`config.mk`:
```
export PLATFORM = sky130hd
export DESIGN_NAME = svw_queue
export DESIGN_NICKNAME = d
export VERILOG_FILES = /design/src/svw_pkg.sv /design/src/svw_queue.sv
export SDC_FILE = /design/constraint.sdc
export NUM_CORES = 1
export LEC_CHECK = 0
export ABC_AREA = 1
export BUFFER_PORTS_ARGS = -buffer_cell sky130_fd_sc_hd__buf_2
export CORE_ASPECT_RATIO = 2
export CORE_UTILIZATION = 40
export DETAILED_ROUTE_END_ITERATION = 8
export GPL_ROUTABILITY_DRIVEN = 0
export PLACE_DENSITY_LB_ADDON = 0.25
export SYNTH_ARGS = -nofsm -noshare
export SYNTH_HDL_FRONTEND = slang
export SYNTH_SLANG_ARGS = --single-unit
```
`constraint.sdc`:
```
create_clock -name clock -period 9 [get_ports clock]
set_input_delay 1.35 -clock clock [delete_from_list [all_inputs] [get_ports clock]]
set_output_delay 1.35 -clock clock [all_outputs]
set_load 0.02 [all_outputs]
```
`src/svw_pkg.sv`:
```
// shared types, constants and the point distance test of the segment vertex welder
`default_nettype none

package svw_pkg;

   localparam int VERTEX_DEPTH = 256;
   localparam int COORD_WIDTH  = 24;
   localparam int IDX_W        = $clog2(VERTEX_DEPTH);
   localparam int CNT_W        = $clog2(VERTEX_DEPTH + 1);
   localparam int ONE_RAW      = 256;
   localparam int QUEUE_DEPTH  = 2;
   localparam int QPTR_W       = $clog2(QUEUE_DEPTH);
   localparam int QFILL_W      = $clog2(QUEUE_DEPTH + 1);

   typedef enum logic [1:0] {
      ST_KEPT       = 2'd0,
      ST_DEGENERATE = 2'd1,
      ST_SAME       = 2'd2,
      ST_FULL       = 2'd3
   } status_type;

   typedef struct packed {
      logic                          first_of_mesh;
      logic signed [COORD_WIDTH-1:0] start_x;
      logic signed [COORD_WIDTH-1:0] start_y;
      logic signed [COORD_WIDTH-1:0] start_z;
      logic signed [COORD_WIDTH-1:0] end_x;
      logic signed [COORD_WIDTH-1:0] end_y;
      logic signed [COORD_WIDTH-1:0] end_z;
   } req_type;

   typedef struct packed {
      status_type status;
      logic [7:0] index_start;
      logic [7:0] index_end;
      logic [8:0] vertex_total;
   } rsp_type;

   typedef struct packed {
      logic signed [COORD_WIDTH-1:0] x;
      logic signed [COORD_WIDTH-1:0] y;
      logic signed [COORD_WIDTH-1:0] z;
   } vertex_type;

   // one classified segment waiting for the back end
   typedef struct packed {
      logic       first_of_mesh;
      logic       degenerate;
      vertex_type pt_a;
      vertex_type pt_b;
   } job_type;

   // squared distance under 1.0, exact
   function automatic logic is_close(vertex_type p, vertex_type q);
      logic signed [COORD_WIDTH:0] d [3];
      logic        [COORD_WIDTH:0] m;
      logic        [15:0]          sq;
      logic        [17:0]          sum;
      logic                        near;
      d[0] = (COORD_WIDTH+1)'(p.x) - (COORD_WIDTH+1)'(q.x);
      d[1] = (COORD_WIDTH+1)'(p.y) - (COORD_WIDTH+1)'(q.y);
      d[2] = (COORD_WIDTH+1)'(p.z) - (COORD_WIDTH+1)'(q.z);
      near = 1'b1;
      sum  = '0;
      for (int k = 0; k < 3; k++) begin
         m = d[k][COORD_WIDTH] ? -d[k] : d[k];
         if (m >= (COORD_WIDTH+1)'(ONE_RAW)) begin
            near = 1'b0;
         end
         sq  = {8'd0, m[7:0]} * {8'd0, m[7:0]};
         sum = sum + 18'(sq);
      end
      return near && (sum[17:16] == 2'b00);
   endfunction

endpackage

`default_nettype wire

```
`src/svw_queue.sv`:
```
// short item queue between front and back end
`default_nettype none

module svw_queue (
   input  wire logic             clock,
   input  wire logic             reset,
   input  wire logic             in_valid,
   output logic                  in_stall,
   input  wire svw_pkg::job_type in_data,
   output logic                  out_valid,
   input  wire logic             out_stall,
   output svw_pkg::job_type      out_data
);

   svw_pkg::job_type                 entry_ff [svw_pkg::QUEUE_DEPTH];
   logic [svw_pkg::QPTR_W-1:0]       wr_ptr_ff, wr_ptr_in;
   logic [svw_pkg::QPTR_W-1:0]       rd_ptr_ff, rd_ptr_in;
   logic [svw_pkg::QFILL_W-1:0]      fill_ff, fill_in;
   logic                             push, pop;

   assign in_stall  = (fill_ff == svw_pkg::QFILL_W'(svw_pkg::QUEUE_DEPTH));
   assign out_valid = (fill_ff != '0);
   assign out_data  = entry_ff[rd_ptr_ff];
   assign push      = in_valid && !in_stall;
   assign pop       = out_valid && !out_stall;

   always_comb begin
      wr_ptr_in = push ? wr_ptr_ff + 1'b1 : wr_ptr_ff;
      rd_ptr_in = pop ? rd_ptr_ff + 1'b1 : rd_ptr_ff;
      fill_in   = fill_ff;
      if (push && !pop) begin
         fill_in = fill_ff + 1'b1;
      end else if (pop && !push) begin
         fill_in = fill_ff - 1'b1;
      end
   end

   always_ff @(posedge clock) begin
      if (reset) begin
         wr_ptr_ff <= '0;
         rd_ptr_ff <= '0;
         fill_ff   <= '0;
      end else begin
         wr_ptr_ff <= wr_ptr_in;
         rd_ptr_ff <= rd_ptr_in;
         fill_ff   <= fill_in;
      end
      if (push) begin
         entry_ff[wr_ptr_ff] <= in_data;
      end
   end

endmodule

`default_nettype wire

```
* Word-level counts from Yosys, hierarchy flattened
Memories as Yosys holds them, arrays and structs flattened. A register that Yosys moved wholly into a read port is not among the register bits.
Cells that the tools add are included.
** Cells by class
- Add/sub/neg operators :: 4
- Equal/unequal tests :: 1
- Mux-type cells :: 6
- Reductions and logical operators :: 10
** Operators by type and width (count)
- $logic_and 1x1->1 :: 4
- $logic_not 1->1 :: 4
- $mux 1 :: 4
- $mux 2 :: 2
- $reduce_bool 2->1 :: 2
- $add 1x1->1 const B :: 2
- $add 2x1->2 const B :: 1
- $eq 2x2->1 const B :: 1
- $sub 2x1->2 const B :: 1
** Storage, ports and cells
- Bits in registers :: 4
- Memory bits (writable) :: 292
- Input port bits :: 150
- Word-level logic and storage cells :: 25
- Memories kept :: 1
** Memories
- entry_ff :: depth 2, width 146, read ports 1, clocked after memory_dff 1, write ports 1, line svw_queue.sv:15 : svw_pkg::job_type entry_ff [svw_pkg::QUEUE_DEPTH];

* Logic depth before layout (Yosys ltp)
- Word-level depth :: 7
- Gate-level depth with buffers :: 10
- Gate-level depth less buffers :: 10

* Least setup slack after synthesis
No wires, ideal clock.
- Kind :: input to register
- Start :: in in_valid
- End :: mem entry_ff[0][0] in the netlist's numbering, enable pin
- Library setup time :: 0.654 ns
- Arrival :: 7.566 ns
- Data required time :: 8.346 ns
- Slack :: 0.780 ns
- Cell stages on the path :: 2
- Path buffers :: 0
- Cells stage by stage :: o21ai_0 > nor2_1
** Between the ends
- Word-level cells in the longest chain between the ends :: 3
** RTL lines
- start: declaration :: line svw_queue.sv:7 : input wire logic in_valid,
- $logic_and 1x1->1 :: line svw_queue.sv:24 : assign push = in_valid && !in_stall;
- $mux 1 :: line svw_queue.sv:48 : if (push) begin
- $mux 1 (not written as such) :: line svw_queue.sv:49 : entry_ff[wr_ptr_ff] <= in_data;
- end: declaration :: line svw_queue.sv:15
No other way between the ends.

==> flow_metrics.env <==
export IMPL_status="complete, no violations"
export IMPL_clockBufferDepth=3
export IMPL_ys_seq_elements=297
export IMPL_r2r_start="fill_ff[1]$_SDFFE_PP0P_"
export IMPL_pre_cts_ws_ns=4.837
export IMPL_start_util_pct=40.53
export IMPL_grt_usage_pct=15.92
export IMPL_fmax_mhz=215.7
export IMPL_path_buf_inv=3
export IMPL_viasPerCell=4.757
export IMPL_worstPathArrival_ns=3.29
export IMPL_worstSetupPathType="reg -> out"
export IMPL_synth_top_area_cell="edfxtp_1"
export IMPL_finalNetCount=959
export IMPL_rsz0062_at_grt="false"
export IMPL_ios=298
export IMPL_cts_setup_buffers=0
export IMPL_dieHeight_um=235.0
export IMPL_ys_seq_area_share_pct=81.65
export IMPL_cap_violations=0
export IMPL_die_width_um=118.5
export IMPL_fin_tns_setup_ns=0
export IMPL_vdd_drop_max_mv=0.2503
export IMPL_min_delay_start="rd_ptr_ff$_SDFFE_PP0P_"
export IMPL_crit_chain="buf_4 > buf_4 > mux2_2 > buf_2"
export IMPL_relSlewSlack_pct=20.90
export IMPL_required_ns=7.65
export IMPL_netlist_area_sq_um=10860
export IMPL_coreArea_sq_um=26800
export IMPL_hpwl_mm=15.08
export IMPL_instances_no_fill=1182
export IMPL_layout_setup_ws_ns=4.364
export IMPL_placed_cells=1128
export IMPL_setup_worst_path_end_class="output pin"
export IMPL_finalCritPeriodShare_pct=51.51
export IMPL_syn_to_final_growth_pct=24.39
export IMPL_start_kind="flip-flop"
export IMPL_htreeDepth=1
export IMPL_drc_errors=0
export IMPL_numCtsBuffers=26
export IMPL_clk_latency_ns=0.53
export IMPL_dr_total_vias=5623
export IMPL_drt_total_wl_mm=22.73
export IMPL_slew_violations=0
export IMPL_syn_num_nets=643
export IMPL_period_minus_slack_ns=4.636
export IMPL_drive_gt1_share_pct=58.96
export IMPL_cts_tree="done"
export IMPL_die_area_sq_um=27860
export IMPL_critical_path_max_stage_delay_ns=0.74
export IMPL_cts_root_buf="clkbuf_16"
export IMPL_ctsResizeCount=0
export IMPL_critical_path_top_delay_family="buffers and inverters"
export IMPL_cts_hold_buf=0
export IMPL_portBuffers=297
export IMPL_antenna_found_initial=8
export IMPL_skew_ns=0.01082
export IMPL_grt_pass1_vias=5861
export IMPL_power_density_nw_per_um2=286.6
export IMPL_worst_pin_slew_ns=1.186
export IMPL_clk_pin_slew_worst_paths_ns=0.07
export IMPL_synth_warnings=0
export IMPL_placementRows=85
export IMPL_p_leak_uw=0.005004
export IMPL_antenna_left=0
export IMPL_synth_top_area_share_pct=80.73
export IMPL_synthCells=492
export IMPL_avgSynthCellArea_sq_um=22.08
export IMPL_grt_max_degree=83
export IMPL_final_setup_viol_count=0
export IMPL_cpMaxStageDelayCell="buf_4"
export IMPL_crit_path_frequent_cell="buf_4"
export IMPL_hold_viol_final=0
export IMPL_grt_pass1_wl_mm=32.78
export IMPL_wire_per_inst_um=19.23
export IMPL_drt_iter0_drc=257
export IMPL_cts_num_sinks=297
export IMPL_synth_cell_types=13
export IMPL_hp_class="reg -> reg"
export IMPL_crit_fanout=62
export IMPL_firstDrtPassIters=4
export IMPL_synthTopCellsByArea="edfxtp_1, mux2_2, clkbuf_8, dfxtp_1, buf_6"
export IMPL_gr_total_overflow=0
cell families after synthesis:
logic type                 share of synthesized area [%]
muxes                                              15.14
adders and majority gates                         0.1152
and+or+nand+nor                                   0.6682
buffers and inverters                              2.200
AOI/OAI and AO/OA                                 0.2304
DFF                                                81.65
cell usage after synthesis, drive strengths merged:
master and n:
edfxtp 292, mux2 146, clkbuf 10, inv 9
nor2 8, nand2 7, buf 6, dfxtp 5
o21ai 3, a21oi 2, nand3 2, ha 1
nand4 1
worst reg2reg max path, stage by stage, from the launching register on:
cell	delay [ns]
dfxtp_1	0.32
inv_1	0.11
o21ai_0	0.08
buf_4	0.16
nor2_4	0.06
buf_4	0.66
buf_4	1.03
layout make-up:
| type | instances | area, sq um |
|---|---|---|
| clock inverter | 10 | 131.4 |
| sequential | 297 | 8872 |
| tap | 348 | 435.4 |
| multi-input combinational | 170 | 1769 |
| inverter | 9 | 33.78 |
| fill | 2316 | 13290 |
| antenna | 8 | 20.02 |
| timing repair buffer | 304 | 1539 |
| clock buffer | 36 | 709.4 |
flip-flops by register name, summed over array words and instances, names as in the netlist, named ones only:
name       count
entry_ff     292
rd_ptr_ff      1
wr_ptr_ff      1
fill_ff        2
per-layer routing:
layer | global-route usage (%) | vias to the layer above | share of wire (%)
li1 | - | 2573 | -
met1 | 13.81 | 2801 | 30
met2 | 32.25 | 201 | 60
met3 | 2.985 | 48 | 5.5
met4 | 9.359 | 0 | 4.4
met5 | 0 | - | 0
cell usage in the layout (no fill, tap or decap), drive strengths merged, types with 3 or more instances in the layout:
master	netlist	layout
clkbuf	10	36
diode	0	8
edfxtp	292	292
dfxtp	5	5
bufinv	0	3
o21ai	3	3
nand2	7	7
inv	9	10
clkinv	0	5
nor2	8	8
buf	6	304
mux2	146	146
where the power goes:
| part | internal (uW) | switching (uW) |
|---|---|---|
| Sequential | 1750 | 59.6 |
| Clock | 638 | 476 |
| Combinational | 355 | 591 |
| Total | 2740 | 1130 |
final timing paths:
path | end | slack, ns | cells after the start
worst min register to register | rd_ptr_ff$_SDFFE_PP0P_ | 0.51 | 2
worst max-delay path | out_data[12] | 4.36 | 4
worst max register to register | entry_ff[0][21]$_DFFE_PP_ | 6.04 | 6
worst min-delay path | rd_ptr_ff$_SDFFE_PP0P_ | 0.51 | 2
through the flow:
stage               hold WS, ns  power, uW  util (%)  area (sq um)
global route             0.5320       4022     50.41         13510
floorplan                0.4645       2540         -         10860
global placement         0.4812       2801     47.20         12650
CTS                      0.5191       3931     50.34         13490
finish                   0.5091       3872     50.41         13510
detailed placement       0.4981       2809     47.20         12650
Note: power is estimated with default switching activity, not from simulation.
