--- src/svw_pkg.sv ---
// shared types, constants and the point distance test of the segment vertex welder
`default_nettype none

package svw_pkg;

   localparam int VERTEX_DEPTH = 256;
   localparam int COORD_WIDTH  = 24;
   localparam int IDX_W        = $clog2(VERTEX_DEPTH);
   localparam int CNT_W        = $clog2(VERTEX_DEPTH + 1);
   localparam int ONE_RAW      = 256;
   localparam int QUEUE_DEPTH  = 2;
   localparam int QPTR_W       = $clog2(QUEUE_DEPTH);
   localparam int QFILL_W      = $clog2(QUEUE_DEPTH + 1);

   typedef enum logic [1:0] {
      ST_KEPT       = 2'd0,
      ST_DEGENERATE = 2'd1,
      ST_SAME       = 2'd2,
      ST_FULL       = 2'd3
   } status_type;

   typedef struct packed {
      logic                          first_of_mesh;
      logic signed [COORD_WIDTH-1:0] start_x;
      logic signed [COORD_WIDTH-1:0] start_y;
      logic signed [COORD_WIDTH-1:0] start_z;
      logic signed [COORD_WIDTH-1:0] end_x;
      logic signed [COORD_WIDTH-1:0] end_y;
      logic signed [COORD_WIDTH-1:0] end_z;
   } req_type;

   typedef struct packed {
      status_type status;
      logic [7:0] index_start;
      logic [7:0] index_end;
      logic [8:0] vertex_total;
   } rsp_type;

   typedef struct packed {
      logic signed [COORD_WIDTH-1:0] x;
      logic signed [COORD_WIDTH-1:0] y;
      logic signed [COORD_WIDTH-1:0] z;
   } vertex_type;

   // one classified segment waiting for the back end
   typedef struct packed {
      logic       first_of_mesh;
      logic       degenerate;
      vertex_type pt_a;
      vertex_type pt_b;
   } job_type;

   // squared distance under 1.0, exact
   function automatic logic is_close(vertex_type p, vertex_type q);
      logic signed [COORD_WIDTH:0] d [3];
      logic        [COORD_WIDTH:0] m;
      logic        [15:0]          sq;
      logic        [17:0]          sum;
      logic                        near;
      d[0] = (COORD_WIDTH+1)'(p.x) - (COORD_WIDTH+1)'(q.x);
      d[1] = (COORD_WIDTH+1)'(p.y) - (COORD_WIDTH+1)'(q.y);
      d[2] = (COORD_WIDTH+1)'(p.z) - (COORD_WIDTH+1)'(q.z);
      near = 1'b1;
      sum  = '0;
      for (int k = 0; k < 3; k++) begin
         m = d[k][COORD_WIDTH] ? -d[k] : d[k];
         if (m >= (COORD_WIDTH+1)'(ONE_RAW)) begin
            near = 1'b0;
         end
         sq  = {8'd0, m[7:0]} * {8'd0, m[7:0]};
         sum = sum + 18'(sq);
      end
      return near && (sum[17:16] == 2'b00);
   endfunction

endpackage

`default_nettype wire

--- src/svw_front.sv ---
// front end: takes segments and flags degenerate ones
`default_nettype none

module svw_front (
   input  wire logic             clock,
   input  wire logic             reset,
   input  wire logic             req_valid,
   output logic                  req_stall,
   input  wire svw_pkg::req_type req_data,
   output logic                  job_valid,
   input  wire logic             job_stall,
   output svw_pkg::job_type      job_data
);

   logic             valid_ff, valid_in;
   svw_pkg::job_type job_ff, job_in;
   svw_pkg::vertex_type pa, pb;

   assign req_stall = valid_ff && job_stall;
   assign job_valid = valid_ff;
   assign job_data  = job_ff;

   always_comb begin
      pa = '{x: req_data.start_x, y: req_data.start_y, z: req_data.start_z};
      pb = '{x: req_data.end_x, y: req_data.end_y, z: req_data.end_z};
      valid_in = valid_ff && job_stall;
      job_in   = job_ff;
      if (req_valid && !req_stall) begin
         valid_in             = 1'b1;
         job_in.first_of_mesh = req_data.first_of_mesh;
         job_in.degenerate    = svw_pkg::is_close(pa, pb);
         job_in.pt_a          = pa;
         job_in.pt_b          = pb;
      end
   end

   always_ff @(posedge clock) begin
      if (reset) begin
         valid_ff <= 1'b0;
      end else begin
         valid_ff <= valid_in;
      end
      job_ff <= job_in;
   end

endmodule

`default_nettype wire

--- config.mk ---
export PLATFORM = sky130hd
export DESIGN_NAME = svw_front
export DESIGN_NICKNAME = d
export VERILOG_FILES = /design/src/svw_pkg.sv /design/src/svw_front.sv
export SDC_FILE = /design/constraint.sdc
export NUM_CORES = 1
export LEC_CHECK = 0
export BUFFER_PORTS_ARGS = -buffer_cell sky130_fd_sc_hd__buf_2
export CAP_MARGIN = 20
export CORE_UTILIZATION = 61
export DETAILED_ROUTE_END_ITERATION = 12
export PLACE_DENSITY = 0.95
export SKIP_CTS_REPAIR_TIMING = 1
export SYNTH_ARGS = -nofsm -noshare
export SYNTH_HDL_FRONTEND = slang
export SYNTH_SLANG_ARGS = --single-unit
export TNS_END_PERCENT = 30
--- constraint.sdc ---
create_clock -name clock -period 32.9 [get_ports clock]
set_input_delay 4.935 -clock clock [delete_from_list [all_inputs] [get_ports clock]]
set_output_delay 4.935 -clock clock [all_outputs]
set_load 0.05 [all_outputs]
======== After elaboration in Yosys (flattened, before gate mapping) ========
Cells that the tools add are included.
cells by class
  add/subtract/negate cells ............... 8
  multipliers ............................. 3
  order comparisons ....................... 3
  mux-type cells .......................... 8
  reduce and logical (&&, ||, !) cells .... 5
operator list
  operator             number
  $ge 25x9->1 const B  3
  $mux 25              3
  $neg 25->25          3
  $sub 24x24->25       3
  $mul 8x8->16         3
  $add 17x16->18       1
  $add 16x16->17       1
  $mux 1               5
  $logic_and 1x1->1    3
  $logic_not 2->1      1
  $logic_not 1->1      1
word-level totals
  flip-flop bits (word level) ............. 147
  bits of input ports ..................... 149
  output and inout bits ................... 148

======== Logic depth before layout (Yosys ltp) ========
  depth after elaboration ................. 9
  mapped depth ............................ 40

======== Worst setup path before layout ========
Ideal clock, no wire load.
  kind .................................... input to register
  start ................................... in req_data[7] (netlist bit)
  end ..................................... reg job_ff, in the netlist job_data[144], data pin
  library setup time ...................... 0.170 ns
  arrival time ............................ 13.546 ns
  setup slack ............................. 19.184 ns
  stages on the path ...................... 36
  cell sequence ........................... inv_1 > ha_1 > clkbuf_1 > a21oi_1 > o21ai_1 > o21ai_0 > a211oi_1 > o32ai_1 > clkbuf_1 > clkbuf_1 > nand2_1 > xnor2_1 > inv_1 > nand2_1 > inv_1 > fa_1 > fa_1 > fa_1 > fa_1 > fa_1 > fa_1 > inv_1 > fa_1 > inv_1 > ha_1 > a21o_1 > a21o_1 > a21oi_1 > o21ai_0 > a2111oi_0 > o21ai_0 > o21a_1 > or4_1 > nor4_1 > nand3_1 > nor4_2
between the ends
  longest elaborated chain between the ends .. 7
RTL lines
  what                                                RTL line                        text
  from (decl)                                         svw_front.sv:9                  input wire svw_pkg::req_type req_data,
  $sub 24x24->25 (*)                                  svw_pkg.sv:62                   d[2] = (COORD_WIDTH+1)'(p.z) - (COORD_WIDTH+1)'(q.z);
  $neg 25->25                                         svw_pkg.sv:66                   m = d[k][COORD_WIDTH] ? -d[k] : d[k];
  $mux 25 (*)                                         svw_pkg.sv:66
  $mul 8x8->16 / $ge 25x9->1 (equally long branches)  svw_pkg.sv:70, svw_pkg.sv:67
  $add 17x16->18 / $mux 1 (equally long branches)     svw_pkg.sv:71, svw_pkg.sv:67
  $logic_not 2->1 / $mux 1 (equally long branches)    svw_pkg.sv:73, svw_front.sv:28
  $logic_and 1x1->1 (*)                               svw_pkg.sv:73                   return near && (sum[17:16] == 2'b00);
  to (signal assigned)                                svw_front.sv:43                 job_ff <= job_in;
  to (decl)                                           svw_front.sv:16                 svw_pkg::job_type job_ff, job_in;
Mark *: on every way between the ends. The rest lies on a longest branch, timed or not. The select of a mux whose other input is x is not followed.
A chain may end at the register's enable or synchronous reset.

======== Worst setup path in the final report ========
  start ................................... in req_data[72] (netlist bit)
  end ..................................... reg job_ff, in the netlist job_data[144], data pin
The elaborated chain is that of the path after synthesis.

==> flow_summary.yaml <==
routing:
  vias: 14600
  avgViaCountPerCell: 6.092
  final_routed_wirelength_across_all_metal_layers_mm: 44.12
  remaining_drc_errors: 0
  first_pass_iters: 6
  routedWlPerCell_um: 18.41
  drtAntennaViolNets: 0
  drt_first_iter_violations: 1339
critical_path:
  criticalPathCategory: "in2reg"
  crit_slowest_cell: "fa_1"
  regToRegSetupSlack_ns: 29.70
  critical_path.startpoint: "req_data[72]"
  r2r_cells: 4
  worstReg2RegEnd: "job_data[133]$_DFFE_PP_"
  rr_startpoint: "job_valid$_SDFF_PP0_"
  start_kind: "input port"
  critical_path.most_common_cell: "fa_1"
  setup.worst_path.end: "job_data[144]$_DFFE_PP_"
  crit_fanout: 11
  worst-endpoint-required_ns: 33.17
  critical-path-max-stage-delay_ns: 0.54
  crit_path_end_kind: "flop"
  arrival_ns: 14.99
timing:
  max_slew_margin: 0.2875
  skew_ns: 0.01263
  timing.final.setup_violations: 0
  max_slew.worst_pin.slew_ns: 1.066
  grt_setup_unrepaired: "false"
  fmax_ghz: 0.06797
  finalCritPeriodShare: 0.4472
  finalCriticalPeriod_ns: 14.71
  hold_violations: 0
  timing.setup.tns_ns: 0
  report.final.slew_viol_count: 0
logic_synthesis:
  leading_cell_type_by_number_of_instances_after_synthesis: "inv_1"
  synth_area_leader_cell: "edfxtp_1"
  syn_nets: 2202
  post_synth_top_area_share: 0.2699
  synth_compound_gate_area_share: 0.1528
  ys_async_rst_share: 0
  synth_xor_area_frac: 0.04476
  ys_top_cells_by_area: "edfxtp_1 (27%), fa_1 (16%), ha_1 (11%)"
  synth-warning-count: 0
  post_synth_fa_ha_maj_area_fraction: 0.2787
  count_of_different_cell_masters_after_synthesis: 81
  basic_gate_share_of_the_synthesized_area_counting_and_or_nand_and_nor_cells: 0.1672
  synth_top_flop_cell: "edfxtp_1"
  netlist_area_sq_um: 16240
  syn_inst: 1771
  seq_area_frac_synth: 0.2712
  synth-edff-count: 146
  synth_mux_area_frac: 0.006779
  ys_ff_latch: 147
  synth_top_family_by_area: "adder cells"
  syn_avg_cell_area_sq_um: 9.171
  synth.top_cells.by_count: "inv_1 (288), nor2_1 (162), ha_1 (149)"
cells_and_area:
  syn2layout_area_growth_pct: 14.74
  layout.cell_area.non_filler_sq_um: 18640
  fin_cells: 2397
  final_layout_size_suffix_gt1_frac: 0.1790
  final_layout_net_count: 2479
  fin_util: 0.7151
global_routing:
  maximum_number_of_pins_on_one_net_before_global_route_repair: 81
  gr-total-overflow: 0
  grt_antenna_before_repair: 1
  grt_util_all_layers: 0.3271
  grt_first_pass_wirelength_mm: 69.58
  grt_pass1_vias: 14510
cts:
  cts.root.buffer_cell: "clkbuf_16"
  cts_inserted_buffers: 17
  cts-htree-levels: 4
  clock_latency_ns: 0.45
  cts_num_sinks: 147
  cts-root-to-sink-buffers: 2
  clock_pin_transition_on_the_worst_setup_and_hold_timing_paths_ns: 0.07
  tritoncts: "done"
place:
  dpl.hpwl_mm: 35.47
  place.gp.congestion: 0.9511
  io_buffers: 296
  numPlacedInstances: 2364
  place_area_sq_um: 18040
floorplan:
  die_width_um: 165.2
  core_area_sq_um: 26060
  die_height_um: 165.2
  die_area_sq_um: 27280
  io-pin-count: 297
  core.rowCount: 59
  floorplan.initialDensity: 0.6233
worst_hold_path:
  type_of_the_most_critical_hold_path: "reg2reg"
run_status:
  run_status: "completed"
run:
  max-cap-violations: 0
[final cells by class]
cell class	count	area [sq um]
inverters	288	1081
flip-flops and latches	147	4404
clock inverters	14	158.9
repair buffers	307	1564
well taps	335	419.2
diodes	1	2.502
fillers	1901	7423
multi-input cells	1287	10580
clock buffers	18	429.2
[worst min-delay path by stage]
| stage | from | endpoint | slack, ns | cells past startpoint |
|---|---|---|---|---|
| after global routing | job_valid$_SDFF_PP0_ | job_valid$_SDFF_PP0_ | 0.72 | 3 |
| after global placement | job_valid$_SDFF_PP0_ | job_valid$_SDFF_PP0_ | 0.65 | 3 |
| after CTS | job_valid$_SDFF_PP0_ | job_valid$_SDFF_PP0_ | 0.69 | 3 |
| after detailed placement | job_valid$_SDFF_PP0_ | job_valid$_SDFF_PP0_ | 0.68 | 3 |
| after floorplan | job_valid$_SDFF_PP0_ | job_valid$_SDFF_PP0_ | 1.11 | 3 |
| final | job_valid$_SDFF_PP0_ | job_valid$_SDFF_PP0_ | 0.68 | 3 |
[kinds of logic (layout without fill, tap and decap cells)]
kind of cell | after synthesis | after routing
compound gates | 374 | 374
xor+xnor | 83 | 83
fa+ha+maj | 282 | 282
buf+inv | 337 | 627
flops | 147 | 147
mux | 11 | 11
other cells | 0 | 1
simple gates | 537 | 537
[worst max-delay path, delay by kind of cell]
family	cells	cell delay, ns
compound gates	11	3.11
buf+inv	5	0.29
xor+xnor	1	0.49
simple gates	7	1.64
fa+ha+maj	10	4.50
[metal layers]
layer | vias to the layer above | GRT usage | wire, um
li1 | 6752 | - | -
met1 | 6905 | 0.3930 | 17130
met2 | 804 | 0.5772 | 21960
met3 | 141 | 0.04471 | 3286
met4 | 0 | 0.1547 | 1748
met5 | - | 0 | 0
[sequential cells by signal, indices dropped and copies added (netlist names)]
signal and cells:
job_data 146, job_valid 1
[placed cells by master (no fill, tap or decap), types with 13 or more instances in the layout]
cell,n
or2_2,16
clkbuf_16,17
or3_1,19
fa_1,133
nand2_1,105
inv_1,288
nand2b_1,25
o21ai_0,72
and3_1,17
nand4_1,24
buf_2,296
o21a_1,18
and2_1,17
nor3_1,35
xnor2_1,43
ha_1,149
a211oi_1,22
a21oi_1,105
nand3_1,35
xor2_1,40
o31ai_1,13
nor4_1,18
a21o_1,24
nor2b_1,15
a31oi_1,18
edfxtp_1,146
nor2_1,162
[stage by stage]
step                      hold WS, ns  setup slack, ns
after floorplan                 1.113            19.18
after global placement         0.6468            18.06
after detailed placement       0.6774            17.94
after CTS                      0.6883            18.29
after global routing           0.7172            17.70
final                          0.6839            18.19
Power is not shown: default switching activity piles up to over one toggle a cycle in this logic, so the estimate is an artifact.
